===== src/rtl/nqse_pkg.sv =====
// shared constants, types and command/status structs of the n-queens enumerator
// no dependencies
`default_nettype none

package nqse_pkg;

  // largest board the row memory holds
  localparam int MAX_BOARD = 16;
  // the candidate column counter reaches board side plus one
  localparam int ROW_W = $clog2(MAX_BOARD + 2);
  localparam int IDX_W = (MAX_BOARD > 1) ? $clog2(MAX_BOARD) : 1;

  // fixed field widths of the ports
  localparam int FIELD_W    = 5;
  localparam int CFG_W      = 5;
  localparam int S_TDATA_W  = 8;
  localparam int M_TDATA_W  = 16;
  localparam logic [CFG_W-1:0] BOARD_RESET = CFG_W'(8);

  typedef enum logic [2:0] {
    ST_IDLE,
    ST_ADV,
    ST_BT,
    ST_CHK,
    ST_PLACE,
    ST_EMIT_RQ,
    ST_EMIT_WT,
    ST_EXH
  } state_e;

  // row memory read address sources
  typedef enum logic [1:0] {
    RD_ZERO,
    RD_BT,
    RD_J,
    RD_R
  } rd_sel_e;

  typedef struct packed {
    logic    start;
    logic    set_exh;
    logic    row_dec;
    logic    row_inc;
    logic    cand_one;
    logic    cand_inc;
    logic    cand_load;
    logic    j_init;
    logic    j_inc;
    logic    r_init;
    logic    r_inc;
    logic    ram_we;
    logic    ram_re;
    rd_sel_e rd_sel;
    logic    out_sol;
    logic    out_exh;
  } ctl_cmd_t;

  typedef struct packed {
    logic active;
    logic done;
    logic n_zero;
    logic row_out;
    logic cand_over;
    logic row_is_one;
    logic row_is_n;
    logic conflict;
    logic j_last;
    logic r_is_n;
    logic out_free;
  } ctl_sts_t;

endpackage

`default_nettype wire


===== src/rtl/nqse_ram.sv =====
// generic single-port-write, single-port-read ram with registered read data
// no dependencies
`default_nettype none

module nqse_ram #(
  parameter int WIDTH = 8,
  parameter int DEPTH = 16
) (
  input  wire logic                                         clk_i,
  input  wire logic                                         we_i,
  input  wire logic [((DEPTH > 1) ? $clog2(DEPTH) : 1)-1:0] waddr_i,
  input  wire logic [WIDTH-1:0]                             wdata_i,
  input  wire logic                                         re_i,
  input  wire logic [((DEPTH > 1) ? $clog2(DEPTH) : 1)-1:0] raddr_i,
  output logic      [WIDTH-1:0]                             rdata_o
);

  logic [WIDTH-1:0] mem_q [DEPTH];

  // write port
  always_ff @(posedge clk_i) begin
    if (we_i) begin
      mem_q[waddr_i] <= wdata_i;
    end
  end

  // registered read port, holds data while idle
  always_ff @(posedge clk_i) begin
    if (re_i) begin
      rdata_o <= mem_q[raddr_i];
    end
  end

endmodule

`default_nettype wire


===== src/rtl/nqse_ctrl.sv =====
// search sequencer of the n-queens enumerator
// depends on nqse_pkg
`default_nettype none

module nqse_ctrl (
  input  wire logic              clk_i,
  input  wire logic              rst_ni,
  input  wire logic              s_valid_i,
  input  wire logic              s_restart_i,
  output logic                   s_ready_o,
  input  wire nqse_pkg::ctl_sts_t sts_i,
  output nqse_pkg::ctl_cmd_t     cmd_o
);

  nqse_pkg::state_e state_q, state_d;
  logic             accept;
  logic             restart_eff;

  // state register
  always_ff @(posedge clk_i or negedge rst_ni) begin
    if (!rst_ni) begin
      state_q <= nqse_pkg::ST_IDLE;
    end else begin
      state_q <= state_d;
    end
  end

  assign s_ready_o   = (state_q == nqse_pkg::ST_IDLE);
  assign accept      = s_valid_i & s_ready_o;
  assign restart_eff = s_restart_i | ~sts_i.active;

  // next state and commands
  always_comb begin
    state_d      = state_q;
    cmd_o        = '0;
    cmd_o.rd_sel = nqse_pkg::RD_ZERO;
    unique case (state_q)
      nqse_pkg::ST_IDLE: begin
        if (accept) begin
          cmd_o.start = restart_eff;
          if (sts_i.n_zero || (sts_i.done && !restart_eff)) begin
            state_d = nqse_pkg::ST_EXH;
          end else begin
            state_d = nqse_pkg::ST_ADV;
          end
        end
      end
      // top of the backtracking loop
      nqse_pkg::ST_ADV: begin
        if (sts_i.row_out) begin
          state_d = nqse_pkg::ST_EXH;
        end else if (sts_i.cand_over) begin
          cmd_o.row_dec = 1'b1;
          if (sts_i.row_is_one) begin
            state_d = nqse_pkg::ST_ADV;
          end else begin
            cmd_o.ram_re = 1'b1;
            cmd_o.rd_sel = nqse_pkg::RD_BT;
            state_d      = nqse_pkg::ST_BT;
          end
        end else if (sts_i.row_is_one) begin
          state_d = nqse_pkg::ST_PLACE;
        end else begin
          cmd_o.j_init = 1'b1;
          cmd_o.ram_re = 1'b1;
          cmd_o.rd_sel = nqse_pkg::RD_ZERO;
          state_d      = nqse_pkg::ST_CHK;
        end
      end
      // resume the previous row after its stored column
      nqse_pkg::ST_BT: begin
        cmd_o.cand_load = 1'b1;
        state_d         = nqse_pkg::ST_ADV;
      end
      // one earlier row checked per cycle, next read issued alongside
      nqse_pkg::ST_CHK: begin
        if (sts_i.conflict) begin
          cmd_o.cand_inc = 1'b1;
          state_d        = nqse_pkg::ST_ADV;
        end else if (sts_i.j_last) begin
          state_d = nqse_pkg::ST_PLACE;
        end else begin
          cmd_o.j_inc  = 1'b1;
          cmd_o.ram_re = 1'b1;
          cmd_o.rd_sel = nqse_pkg::RD_J;
          state_d      = nqse_pkg::ST_CHK;
        end
      end
      nqse_pkg::ST_PLACE: begin
        cmd_o.ram_we = 1'b1;
        if (sts_i.row_is_n) begin
          cmd_o.cand_inc = 1'b1;
          cmd_o.r_init   = 1'b1;
          state_d        = nqse_pkg::ST_EMIT_RQ;
        end else begin
          cmd_o.row_inc  = 1'b1;
          cmd_o.cand_one = 1'b1;
          state_d        = nqse_pkg::ST_ADV;
        end
      end
      // emit the solution one row at a time
      nqse_pkg::ST_EMIT_RQ: begin
        cmd_o.ram_re = 1'b1;
        cmd_o.rd_sel = nqse_pkg::RD_R;
        state_d      = nqse_pkg::ST_EMIT_WT;
      end
      nqse_pkg::ST_EMIT_WT: begin
        if (sts_i.out_free) begin
          cmd_o.out_sol = 1'b1;
          if (sts_i.r_is_n) begin
            state_d = nqse_pkg::ST_IDLE;
          end else begin
            cmd_o.r_inc = 1'b1;
            state_d     = nqse_pkg::ST_EMIT_RQ;
          end
        end
      end
      nqse_pkg::ST_EXH: begin
        if (sts_i.out_free) begin
          cmd_o.set_exh = 1'b1;
          cmd_o.out_exh = 1'b1;
          state_d       = nqse_pkg::ST_IDLE;
        end
      end
      default: begin
        state_d = nqse_pkg::ST_IDLE;
      end
    endcase
  end

endmodule

`default_nettype wire


===== src/rtl/nqse_dpath.sv =====
// datapath of the n-queens enumerator: counters, row memory, safety test, output register
// depends on nqse_pkg and nqse_ram
`default_nettype none

module nqse_dpath (
  input  wire logic                           clk_i,
  input  wire logic                           rst_ni,
  input  wire logic                           cfg_we_i,
  input  wire logic [nqse_pkg::CFG_W-1:0]     cfg_wdata_i,
  input  wire nqse_pkg::ctl_cmd_t             cmd_i,
  output nqse_pkg::ctl_sts_t                  sts_o,
  input  wire logic                           m_ready_i,
  output logic                                m_valid_o,
  output logic [nqse_pkg::FIELD_W-1:0]        m_row_o,
  output logic [nqse_pkg::FIELD_W-1:0]        m_col_o,
  output logic                                m_last_o,
  output logic                                m_exh_o
);

  logic [nqse_pkg::CFG_W-1:0] board_q;
  logic [nqse_pkg::ROW_W-1:0] side;
  logic [nqse_pkg::ROW_W-1:0] row_q, cand_q, j_q, r_q;
  logic                       active_q, done_q;
  logic [nqse_pkg::ROW_W-1:0] rdata;
  logic [nqse_pkg::ROW_W-1:0] rd_addr_full, wr_addr_full;
  logic [nqse_pkg::ROW_W-1:0] diff, row_gap;
  logic                       out_valid_q;
  logic [nqse_pkg::FIELD_W-1:0] out_row_q, out_col_q;
  logic                       out_last_q, out_exh_q;
  logic                       out_free;

  // board side, saturated to the memory depth
  assign side = (32'(board_q) > 32'(nqse_pkg::MAX_BOARD)) ?
                nqse_pkg::ROW_W'(nqse_pkg::MAX_BOARD) : nqse_pkg::ROW_W'(board_q);

  // board size register; a write ends the running search
  always_ff @(posedge clk_i or negedge rst_ni) begin
    if (!rst_ni) begin
      board_q  <= nqse_pkg::BOARD_RESET;
      active_q <= 1'b0;
      done_q   <= 1'b0;
    end else if (cfg_we_i) begin
      board_q  <= cfg_wdata_i;
      active_q <= 1'b0;
      done_q   <= 1'b0;
    end else if (cmd_i.start) begin
      active_q <= 1'b1;
      done_q   <= 1'b0;
    end else if (cmd_i.set_exh) begin
      done_q <= 1'b1;
    end
  end

  // current row and candidate column
  always_ff @(posedge clk_i or negedge rst_ni) begin
    if (!rst_ni) begin
      row_q  <= '0;
      cand_q <= '0;
    end else begin
      if (cmd_i.start) begin
        row_q <= nqse_pkg::ROW_W'(1);
      end else if (cmd_i.set_exh) begin
        row_q <= '0;
      end else if (cmd_i.row_dec) begin
        row_q <= row_q - 1'b1;
      end else if (cmd_i.row_inc) begin
        row_q <= row_q + 1'b1;
      end
      if (cmd_i.start || cmd_i.cand_one) begin
        cand_q <= nqse_pkg::ROW_W'(1);
      end else if (cmd_i.set_exh) begin
        cand_q <= '0;
      end else if (cmd_i.cand_load) begin
        cand_q <= rdata + 1'b1;
      end else if (cmd_i.cand_inc) begin
        cand_q <= cand_q + 1'b1;
      end
    end
  end

  // earlier-row counter of the safety test and row counter of the emission
  always_ff @(posedge clk_i or negedge rst_ni) begin
    if (!rst_ni) begin
      j_q <= '0;
      r_q <= '0;
    end else begin
      if (cmd_i.j_init) begin
        j_q <= nqse_pkg::ROW_W'(1);
      end else if (cmd_i.j_inc) begin
        j_q <= j_q + 1'b1;
      end
      if (cmd_i.r_init) begin
        r_q <= nqse_pkg::ROW_W'(1);
      end else if (cmd_i.r_inc) begin
        r_q <= r_q + 1'b1;
      end
    end
  end

  // row memory addressing
  always_comb begin
    case (cmd_i.rd_sel)
      nqse_pkg::RD_ZERO: rd_addr_full = '0;
      nqse_pkg::RD_BT:   rd_addr_full = row_q - nqse_pkg::ROW_W'(2);
      nqse_pkg::RD_J:    rd_addr_full = j_q;
      nqse_pkg::RD_R:    rd_addr_full = r_q - 1'b1;
      default:           rd_addr_full = '0;
    endcase
  end
  assign wr_addr_full = row_q - 1'b1;

  nqse_ram #(
    .WIDTH (nqse_pkg::ROW_W),
    .DEPTH (nqse_pkg::MAX_BOARD)
  ) u_rows (
    .clk_i   (clk_i),
    .we_i    (cmd_i.ram_we),
    .waddr_i (wr_addr_full[nqse_pkg::IDX_W-1:0]),
    .wdata_i (cand_q),
    .re_i    (cmd_i.ram_re),
    .raddr_i (rd_addr_full[nqse_pkg::IDX_W-1:0]),
    .rdata_o (rdata)
  );

  // same column or same diagonal as earlier row j
  assign diff    = (rdata > cand_q) ? (rdata - cand_q) : (cand_q - rdata);
  assign row_gap = row_q - j_q;

  // output register, frees the search from the downstream stall
  assign out_free = ~out_valid_q | m_ready_i;

  always_ff @(posedge clk_i or negedge rst_ni) begin
    if (!rst_ni) begin
      out_valid_q <= 1'b0;
    end else if (cmd_i.out_sol || cmd_i.out_exh) begin
      out_valid_q <= 1'b1;
    end else if (m_ready_i) begin
      out_valid_q <= 1'b0;
    end
  end

  always_ff @(posedge clk_i) begin
    if (cmd_i.out_sol) begin
      out_row_q  <= nqse_pkg::FIELD_W'(r_q);
      out_col_q  <= nqse_pkg::FIELD_W'(rdata);
      out_last_q <= (r_q == side);
      out_exh_q  <= 1'b0;
    end else if (cmd_i.out_exh) begin
      out_row_q  <= '0;
      out_col_q  <= '0;
      out_last_q <= 1'b1;
      out_exh_q  <= 1'b1;
    end
  end

  assign m_valid_o = out_valid_q;
  assign m_row_o   = out_row_q;
  assign m_col_o   = out_col_q;
  assign m_last_o  = out_last_q;
  assign m_exh_o   = out_exh_q;

  // status toward the sequencer
  always_comb begin
    sts_o.active     = active_q;
    sts_o.done       = done_q;
    sts_o.n_zero     = (side == '0);
    sts_o.row_out    = (row_q == '0) || (row_q > side);
    sts_o.cand_over  = (cand_q > side);
    sts_o.row_is_one = (row_q == nqse_pkg::ROW_W'(1));
    sts_o.row_is_n   = (row_q == side);
    sts_o.conflict   = (rdata == cand_q) || (diff == row_gap);
    sts_o.j_last     = (nqse_pkg::ROW_W'(j_q + 1'b1) == row_q);
    sts_o.r_is_n     = (r_q == side);
    sts_o.out_free   = out_free;
  end

endmodule

`default_nettype wire


===== src/rtl/n_queens_solution_enumerator.sv =====
// top level of the n-queens solution enumerator
// depends on nqse_pkg, nqse_ctrl, nqse_dpath (and nqse_ram below it)
//
// channel   direction  fields (lsb first)
// s_axis    in         tdata: restart[0], zero pad to 8 bits
// m_axis    out        tdata: row_index[4:0], column[9:5], zero pad to 16; tlast: last;
//                      tuser: exhausted
// cfg       in         cfg_wdata_i: board_size, written when cfg_we_i is high
//
// one request at a time; s_axis_tready is high only while the sequencer is idle
// each candidate column of row r costs one row-memory read per earlier row
// backtracking one row reads back the previous row's stored column; each emitted row is read, then waits on the output
// no clearing pass after reset
// the output register holds a result while m_axis_tready is low and the search waits on it
`default_nettype none

module n_queens_solution_enumerator (
  input  wire logic                             clk_i,
  input  wire logic                             rst_ni,
  // board size register write
  input  wire logic                             cfg_we_i,
  input  wire logic [nqse_pkg::CFG_W-1:0]       cfg_wdata_i,
  // request transaction
  input  wire logic                             s_axis_tvalid,
  output logic                                  s_axis_tready,
  input  wire logic [nqse_pkg::S_TDATA_W-1:0]   s_axis_tdata,  // [0] restart
  // result transaction
  output logic                                  m_axis_tvalid,
  input  wire logic                             m_axis_tready,
  output logic [nqse_pkg::M_TDATA_W-1:0]        m_axis_tdata,  // [4:0] row_index, [9:5] column
  output logic                                  m_axis_tlast,  // last
  output logic [0:0]                            m_axis_tuser   // [0] exhausted
);

  nqse_pkg::ctl_cmd_t           cmd;
  nqse_pkg::ctl_sts_t           sts;
  logic [nqse_pkg::FIELD_W-1:0] out_row, out_col;
  logic                         out_exh;

  // sequencer
  nqse_ctrl u_ctrl (
    .clk_i       (clk_i),
    .rst_ni      (rst_ni),
    .s_valid_i   (s_axis_tvalid),
    .s_restart_i (s_axis_tdata[0]),
    .s_ready_o   (s_axis_tready),
    .sts_i       (sts),
    .cmd_o       (cmd)
  );

  // datapath
  nqse_dpath u_dpath (
    .clk_i       (clk_i),
    .rst_ni      (rst_ni),
    .cfg_we_i    (cfg_we_i),
    .cfg_wdata_i (cfg_wdata_i),
    .cmd_i       (cmd),
    .sts_o       (sts),
    .m_ready_i   (m_axis_tready),
    .m_valid_o   (m_axis_tvalid),
    .m_row_o     (out_row),
    .m_col_o     (out_col),
    .m_last_o    (m_axis_tlast),
    .m_exh_o     (out_exh)
  );

  // result packing
  assign m_axis_tdata = nqse_pkg::M_TDATA_W'({out_col, out_row});
  assign m_axis_tuser = out_exh;

endmodule

`default_nettype wire


===== config.mk =====
export PLATFORM = sky130hd
export DESIGN_NAME = n_queens_solution_enumerator
export DESIGN_NICKNAME = d
export VERILOG_FILES = /design/src/rtl/nqse_pkg.sv /design/src/rtl/nqse_ram.sv /design/src/rtl/nqse_ctrl.sv /design/src/rtl/nqse_dpath.sv /design/src/rtl/n_queens_solution_enumerator.sv
export SDC_FILE = /design/constraint.sdc
export NUM_CORES = 1
export LEC_CHECK = 0
export ABC_CLOCK_PERIOD_IN_PS = 4800
export BUFFER_PORTS_ARGS = -buffer_cell sky130_fd_sc_hd__buf_2
export CAP_MARGIN = 30
export CORE_ASPECT_RATIO = 0.5
export CORE_MARGIN = 2
export CORE_UTILIZATION = 37
export CTS_CLUSTER_SIZE = 16
export DETAILED_ROUTE_END_ITERATION = 7
export MAX_ROUTING_LAYER = met4
export PLACE_DENSITY = 0.51
export SLEW_MARGIN = 40
export SYNTH_ARGS = -nofsm -noshare
export SYNTH_HDL_FRONTEND = slang
export SYNTH_SLANG_ARGS = --single-unit

===== constraint.sdc =====
create_clock -name clk_i -period 4.8 [get_ports clk_i]
set_input_delay 1.44 -clock clk_i [delete_from_list [all_inputs] [get_ports clk_i]]
set_output_delay 1.44 -clock clk_i [all_outputs]
set_load 0.1 [all_outputs]

== Word-level counts from Yosys, hierarchy flattened ==
Memories as Yosys holds them, arrays and structs flattened. A register that Yosys moved wholly into a read port is not among the register bits.
Cells that the tools add are included.
Cells by class
  reduce and logical (&&, ||, !) cells: 20
  eq/ne operators: 19
  magnitude comparators: 4
  add/sub/neg operators: 11
  multipliers: 0
  muxes and demuxes: 74
  divide/modulo/power cells: 0
  bitwise gates (word level): 5
  shift operators: 0
Operators by type and width (count)
  $mux W5: 17
  $mux W3: 17
  $mux W1: 33
  $add A5 B1 Y5 const B: 5
  $eq A5 B5 Y1: 5
  $pmux W3 S8: 1
  $pmux W4 S4: 1
  $gt A5 B5 Y1: 3
  $sub A5 B5 Y5: 3
  $eq A3 B3 Y1 const B: 4
  $logic_not A5 Y1: 2
  $reduce_bool A2 Y1: 5
  $pmux W3 S3: 1
  $reduce_bool A4 Y1: 2
  $eq A3 B2 Y1 const B: 2
  $mux W2: 3
  $eq A5 B1 Y1 const B: 1
  $gt A5 B5 Y1 const B: 1
  $logic_or A1 B1 Y1: 5
  $sub A5 B1 Y5 const B: 1
  $eq A2 B2 Y1 const B: 2
  $ne A2 B1 Y1 const B: 2
  $sub A4 B1 Y4 const B: 1
  $sub A4 B2 Y4 const B: 1
  13 further kinds: 15
Storage, ports and cells
  bits in latches: 0
  memories kept: 1
  logic and storage cells: 147
  memory bits (read-only): 0
  flip-flop bits (word level): 43
  input bits: 18
  output and inout bits: 20
  RAM bits: 80
Memories
  u_dpath.u_rows.mem_q: words 16, width 5, rd ports 1, clocked after Yosys merged registers in 1, wr ports 1, line nqse_ram.sv:18  | logic [WIDTH-1:0] mem_q [DEPTH];

== Logic depth before layout (Yosys ltp) ==
Gate-level depths: netlist of run 1.
  depth in word-level cells: 10
  depth in mapped cells: 16
  gate-level depth less buffers: 15

== Modules after synthesis ==
From an unflattened synthesis of run 1, not the netlist that was laid out.
Second synthesis, totals
  cells, all modules: 560
  area total of the unflattened synthesis: 6890.4 µm²
Modules (own cells, without submodules)
  nqse_ram: area an instance 3263.1 µm², cells an instance 155, instances 1, seq. area each 2552.4 µm²
  nqse_dpath: area an instance 3129.3 µm², cells an instance 337, instances 1, seq. area each 1052.3 µm²
  nqse_ctrl: area an instance 449.2 µm², cells an instance 61, instances 1, seq. area each 75.1 µm²
  n_queens_solution_enumerator: area an instance 48.8 µm², cells an instance 7, instances 1, seq. area each 0.0 µm²

== Least setup slack after synthesis of run 1 ==
OpenSTA, ideal clock, no wires.
  path kind: register to register
  start: reg u_dpath.cand_q[1] (netlist name)
  end: reg u_dpath.u_rows.rdata_o[0], read port of u_dpath.u_rows.mem_q (data pin)
  stages on the path, launching flop included: 15
  buffers on the path: 1
  library setup time: 0.257 ns
  data required time: 4.543 ns
  arrival time: 3.309 ns
  path slack: 1.234 ns
  clock period less this slack: 3.566 ns
  cell sequence: dfrtp_1 ha_1 nor2b_1 o21a_1 o21ai_0 a21oi_1 o22a_1 ha_1 nor3b_1 a32oi_1 buf_2 a21boi_0 a311oi_1 o21bai_1 a32o_1
On the way
  longest elaborated chain between the ends: 8
  elaborated cells between the ends (all ways): 17
  classes of those cells: add/sub (2); order compare (2); eq/ne (5); mux (6); reduce/logical (2)
RTL lines
  start: declaration: line nqse_dpath.sv:22  | logic [nqse_pkg::ROW_W-1:0] row_q, cand_q, j_q, r_q;
  start signal: assignment: line nqse_dpath.sv:70  | cand_q <= nqse_pkg::ROW_W'(1);
  start signal: assignment: line nqse_dpath.sv:74  | cand_q <= rdata + 1'b1;
  start signal: assignment: line nqse_dpath.sv:76  | cand_q <= cand_q + 1'b1;
  $sub A5 B5 Y5 / $gt A5 B5 Y1 (equally long branches): line nqse_dpath.sv:126  | assign diff = (rdata > cand_q) ? (rdata - cand_q) : (cand_q - rdata);
  $mux W5: line nqse_dpath.sv:126
  $eq A5 B5 Y1: line nqse_dpath.sv:171  | sts_o.conflict = (rdata == cand_q) || (diff == row_gap);
  $logic_or A1 B1 Y1: line nqse_dpath.sv:171
  $mux W3: line nqse_ctrl.sv:77  | if (sts_i.conflict) begin
  $pmux W3 S3 *: line nqse_ctrl.sv:37  | unique case (state_q)
  $eq A2 B2 Y1 (tied with other cells): line nqse_dpath.sv:102  | case (cmd_i.rd_sel)
  $pmux W4 S4: line nqse_dpath.sv:102
  end: declaration: line nqse_ram.sv:15  | output logic [WIDTH-1:0] rdata_o
Mark *: on every way between the ends. The rest lies on a longest branch, timed or not.
A chain may end at the register's enable or synchronous reset.

== Worst setup path in the final report of run 1 ==
  start: reg u_dpath.cand_q[1] (netlist name)
  end: reg u_dpath.u_rows.rdata_o[4], read port of u_dpath.u_rows.mem_q (data pin)
Same word-level chain as after synthesis.

==> flow_summary.yaml, run 1 <==
run_status:
  outcome: "finished, final reports clean"
sta:
  rsz0062_at_grt: "no"
  clock.fmax_ghz: 0.243
  period_share_pct: 85.9
  setup_violations: 0
  hold_viol_final: 0
  finalWorstSetupSlack_ps: 678
  whs_ps: 473
  fin_skew_ps: 13.9
  fin_setup_tns_ps: 0
  period_needed_ps: 4120
  worst_slew_pin_slew_ps: 711
  slew_violations: 0
  slew_headroom_pct: 52.2
detailed_routing:
  drtIter0Drc: 291
  vias_per_cell: 5.22
  wl_per_cell_um: 18.7
  wl_um: 17900
  ant_nets: 0
  first_pass_iters: 4
  vias: 5021
  drcViolationCount: 0
synthesis:
  synth_compound_area_share_pct: 14.4
  synth_seq_cells: 128
  synth_cell_type_count: 77
  syn_inst: 639
  yosys-top-cells-count: "96 x edfxtp_1, 49 x nor2_1, 43 x nand2_1"
  synth-adder-area-share_pct: 7.67
  avgSynthCellArea_um2: 11.4
  synth_edf_count: 96
  yosys.area_share.xor_xnor_pct: 5.02
  synthSimpleGateAreaFrac_pct: 11.7
  mappedNetlistArea_um2: 7310
  synth_top_family_by_area: "compound AO/OA/AOI/OAI gates"
  netlist.top_cell.by_area: "edfxtp_1"
  yosysTopAreaCellShare_pct: 39.4
  yosys_warnings: 0
  seq_area_frac_synth_pct: 50.3
  yosysMostFrequentCell: "edfxtp_1"
  synth.area.mux_share_pct: 6.61
  synthTopCellsByArea: "edfxtp_1 39%, dfrtp_1 10%, ha_1 6.8%, mux2i_1 5.3%, nor2_1 2.5%"
  synth_flop_cell: "edfxtp_1"
  synthArstFlopShare_pct: 24.2
clock_tree:
  ctsHoldBuffers: 0
  h-tree-depth: 4
  clk-insertion-delay-late_ps: 420
  cts_tree: "yes"
  cts.sinks: 128
  ctsResizeCount: 0
  cts_root_buf: "clkbuf_16"
  cts.clk_slew.worst_paths_ps: 70
  clock_path_buffers: 2
  cts_buffers: 17
  post_cts_buffers: 0
critical_path:
  reg2reg_from: "u_dpath.cand_q[1]$_DFFE_PN0P_"
  critPathLaunchType: "flop"
  regToRegEndpoint: "u_dpath.u_rows.rdata_o[4]$_DFFE_PP_"
  critPathMaxFanout: 10
  end_kind: "flop"
  worst-setup-path-type: "flop to flop"
  worstRegToRegCells: 12
  r2r_slack_ps: 680
  cp-endpoint: "u_dpath.u_rows.rdata_o[4]$_DFFE_PP_"
  critPathRequiredTime_ps: 4960
  worstPathArrival_ps: 4280
  worstSetupStartpoint: "u_dpath.cand_q[1]$_DFFE_PN0P_"
die:
  die_h_um: 103
  start_util_pct: 37.7
  rows: 36
  dieArea_um2: 21000
  coreArea_um2: 19400
  die_x_um: 203
  ios: 38
global_routing:
  grt_max_degree: 41
  grt_pass1_vias: 4797
  grt_pass1_wl_um: 27900
  gr-total-overflow: 0
  grt.total_usage_pct: 18.4
  antenna_found_initial: 0
placement:
  post-place-ws_ps: 769
  place.gp.congestion: 0.902
  portBuffers: 24
  dp_hpwl_um: 12800
cells_and_area:
  fin_util_pct: 43.2
  fillers: 1801
  seq_area_um2: 3680
  diodes: 0
  multi_input_area_um2: 3340
  syn_to_final_growth_pct: 14.7
  drive_above_1_share_pct: 14.8
  fin_nets: 743
flow_run:
  drv_cap: 0
min_path:
  worstHoldPathType: "flop to flop"
## placed cells by master, fill, tap and decap left out, types with 7 or more instances in the layout
master     Yosys  final
mux2i_1       39     39
and3_1        14     14
nand2b_1       9      9
a32o_1         7      7
dfrtp_1       30     30
a311oi_1       7      7
xnor2_1       18     18
nand3_1       19     19
nor3_1        15     15
ha_1          40     40
xor2_1        17     17
nand2_1       43     43
edfxtp_1      96     96
o21ai_0       21     21
buf_4          8     20
a21oi_1       35     35
buf_2          5     23
a21o_1         7      7
inv_1         38     38
nor2_1        49     48
clkbuf_16      0     17
## sequential cells by signal, summed over array words and instances (netlist names)
name,count
u_dpath.active_q,1
u_dpath.row_q,5
u_ctrl.state_q,3
u_dpath.board_q,5
u_dpath.u_rows.rdata_o,5
u_dpath.m_valid_o,1
u_dpath.cand_q,5
u_dpath.done_q,1
u_dpath.j_q,5
u_dpath.m_exh_o,1
u_dpath.m_col_o,5
u_dpath.r_q,5
u_dpath.m_last_o,1
u_dpath.u_rows.mem_q,80
u_dpath.m_row_o,5
## how the worst min path moves through the flow
stage	startpoint	to	slack, ps	cells past startpoint
finish	u_dpath.m_exh_o$_SDFFE_PP0P_	u_dpath.m_exh_o$_SDFFE_PP0P_	470	1
global route	u_dpath.m_exh_o$_SDFFE_PP0P_	u_dpath.m_exh_o$_SDFFE_PP0P_	490	1
CTS	u_dpath.m_exh_o$_SDFFE_PP0P_	u_dpath.m_exh_o$_SDFFE_PP0P_	480	1
detailed placement	u_dpath.m_exh_o$_SDFFE_PP0P_	u_dpath.m_exh_o$_SDFFE_PP0P_	450	1
global placement	u_dpath.m_exh_o$_SDFFE_PP0P_	u_dpath.m_exh_o$_SDFFE_PP0P_	440	1
floorplan	u_dpath.active_q$_DFFE_PN0N_	u_dpath.active_q$_DFFE_PN0N_	460	2
## kinds of logic after synthesis
family                   after synthesis
AND/OR/NAND/NOR                      176
AO/OA/AOI/OAI                        143
flip-flops                           128
buffers and inverters                 63
multiplexers                          47
adder cells (fa/ha/maj)               43
XOR/XNOR                              38
other                                  1
## layout make-up
| type | count | area share, % |
|---|---|---|
| timing repair buffer | 44 | 3.40 |
| clock buffer | 17 | 5.07 |
| sequential | 128 | 43.9 |
| clock inverter | 15 | 2.07 |
| tap | 266 | 3.97 |
| multi-input combinational | 453 | 39.9 |
| inverter | 38 | 1.70 |
## critical path: stages (launching register included)
cell,delay [ps]
dfrtp_1,600
inv_1,150
fa_1,430
and2_1,180
a21oi_1,160
o32ai_1,120
or4_4,510
and3_4,230
a31oi_4,300
a21o_4,240
o211a_1,420
a221oi_1,250
a32o_1,290
## through the flow
step / std cells / cell area [um2]
global placement: 929 / 7780
CTS: 961 / 8380
global route: 961 / 8380
finish: 961 / 8380
detailed placement: 929 / 7780
floorplan: 644 / 7330
## metal layers
| metal | global-route usage (%) | up-vias | wire length [um] |
|---|---|---|---|
| li1 | - | 2436 | - |
| met4 | 5.17 | 0 | 278 |
| met5 | - | - | 0 |
| met3 | 3.38 | 15 | 748 |
| met2 | 27.9 | 110 | 7990 |
| met1 | 25.5 | 2460 | 8920 |
Power of run 1 is left out: the tool's default activity adds up to more than one toggle a clock period on the data nets, which glitch-free logic cannot reach.
==> run 2, diff against run 1 <==
--- a/config.mk
+++ b/config.mk
@@ -6,15 +6,15 @@
 export NUM_CORES = 1
 export LEC_CHECK = 0
 export ABC_CLOCK_PERIOD_IN_PS = 4800
-export BUFFER_PORTS_ARGS = -buffer_cell sky130_fd_sc_hd__buf_2
 export CAP_MARGIN = 30
 export CORE_ASPECT_RATIO = 0.5
 export CORE_MARGIN = 2
 export CORE_UTILIZATION = 37
 export CTS_CLUSTER_SIZE = 16
 export DETAILED_ROUTE_END_ITERATION = 7
+export DONT_BUFFER_PORTS = 1
 export MAX_ROUTING_LAYER = met4
-export PLACE_DENSITY = 0.51
+export PLACE_DENSITY = 0.49
 export SLEW_MARGIN = 40
 export SYNTH_ARGS = -nofsm -noshare
 export SYNTH_HDL_FRONTEND = slang
==> run 2 against run 1 <==
Via count decreased by 1.1%. Final area increased by 1.2%. Final cell count decreased by 1.6%. Critical path type unchanged. Critical endpoint is now u_dpath.u_rows.rdata_o[2]$_DFFE_PP_. Highest routed layer unchanged.
==> flow_summary.yaml, run 2 (synthesized netlist as in run 1, its figures left out) <==
min_path:
  hold_start: "u_dpath.active_q$_DFFE_PN0N_"
  worstHoldPathType: "flop to flop"
die:
  die_h_um: 103
  die_x_um: 203
  coreArea_um2: 19400
  start_util_pct: 37.7
  ios: 38
  rows: 36
  dieArea_um2: 21000
cells_and_area:
  fillers: 1810
  stdcell_count: 946
  largest_reg_flops: 80
  diodes: 0
  fin_nets: 729
  final_common_cell: "edfxtp_1"
  final_cell_mix: "96 x edfxtp_1, 48 x nor2_1, 43 x nand2_1"
  regMostFlops: "u_dpath.u_rows.mem_q"
  final_area_um2: 8480
  syn_to_final_growth_pct: 16.1
  drive_above_1_share_pct: 13.2
sta:
  worst_slew_pin_slew_ps: 897
  clock.fmax_ghz: 0.244
  hold_viol_final: 0
  fin_setup_tns_ps: 0
  finalWorstSetupSlack_ps: 701
  period_share_pct: 85.4
  slew_headroom_pct: 40.3
  slew_violations: 0
  rsz0062_at_grt: "no"
  period_needed_ps: 4100
  fin_skew_ps: 10.3
  setup_violations: 0
placement:
  place.gp.congestion: 0.823
  placed_cells_incl_taps: 913
  placed_area_um2: 7800
  post-place-ws_ps: 746
  portBuffers: 0
  dp_hpwl_um: 12800
global_routing:
  grtUsageMet2_pct: 28.1
  antenna_found_initial: 0
  grt_busiest_layer: "met2"
  gr-total-overflow: 0
  grtUsageMet3_pct: 3.07
  grt.total_usage_pct: 18.7
  grt_pass1_wl_um: 28200
  grt_pass1_vias: 4785
  use_met1_pct: 26.2
  grt_max_degree: 41
clock_tree:
  cts_tree: "yes"
  clk-insertion-delay-late_ps: 410
  h-tree-depth: 4
  cts_root_buf: "clkbuf_16"
  ctsHoldBuffers: 0
  ctsResizeCount: 0
  cts.sinks: 128
  cts_buffers: 17
  cts.clk_slew.worst_paths_ps: 60
  post_cts_buffers: 0
  clock_path_buffers: 2
critical_path:
  crit_slowest_cell: "or4_4"
  cp_common_cell: "inv_1"
  path_buf_inv: 3
  cpPeakStageDelay_ps: 510
  worstSetupStartpoint: "u_dpath.u_rows.rdata_o[0]$_DFFE_PP_"
  reg2reg_from: "u_dpath.u_rows.rdata_o[0]$_DFFE_PP_"
  r2r_slack_ps: 700
  crit_family: "compound AO/OA/AOI/OAI gates"
  crit_path_cell_trace: "inv_1 > ha_1 > inv_1 > fa_1 > and2_1 > a21oi_1 > o32ai_1 > or4_4 > and3_4 > a311oi_4 > o22ai_4 > buf_12 > mux2i_1 > a221oi_1 > a32o_1"
  critPathRequiredTime_ps: 5060
  critPathLaunchType: "flop"
  worstPathArrival_ps: 4360
  end_kind: "flop"
  critPathMaxFanout: 40
  worst-setup-path-type: "flop to flop"
flow_run:
  drv_cap: 0
detailed_routing:
  vias_per_cell: 5.25
  vias: 4966
  drcViolationCount: 0
  ant_nets: 0
  wl_um: 18200
  drtIter0Drc: 261
  first_pass_iters: 4
  wl_per_cell_um: 19.2
run_status:
  outcome: "finished, final reports clean"
run 2: worst min-delay path: stages (launching register included):
cell and delay, ps:
dfrtp_1 340, a21oi_1 40, nor2_1 80
run 2: layout make-up:
class                   count  area [um2]  share of cell area (%)
clock inverters            14         204                    2.40
repair buffers             30         348                    4.10
well taps                 266         333                    3.92
multi-input cells         453        3350                    39.5
inverters                  38         143                    1.68
clock buffers              17         425                    5.01
flip-flops and latches    128        3680                    43.4
run 2: worst paths after layout:
path / cells past startpoint / to
worst min-delay path: 2 / u_dpath.active_q$_DFFE_PN0N_
worst max register to register: 15 / u_dpath.u_rows.rdata_o[2]$_DFFE_PP_
worst min register to register: 2 / u_dpath.active_q$_DFFE_PN0N_
max in group asynchronous: 0 / u_dpath.board_q[3]$_DFFE_PN1P_
min in group asynchronous: 0 / u_dpath.cand_q[0]$_DFFE_PN0P_
worst max-delay path: 15 / u_dpath.u_rows.rdata_o[2]$_DFFE_PP_
run 2: per-stage QoR:
stage	hold slack, ps	util (%)
5_1_grt	563	43.7
2_1_floorplan	464	-
6_report	500	43.7
3_3_place_gp	483	39.6
3_5_place_dp	488	40.2
4_1_cts	503	43.4
run 2: metal layers:
| metal | up-vias | wire length [um] |
|---|---|---|
| met2 | 105 | 7980 |
| met4 | 0 | 257 |
| met1 | 2442 | 9250 |
| met3 | 18 | 717 |
| met5 | - | 0 |
| li1 | 2401 | - |
Power of run 2 is left out for the same reason.
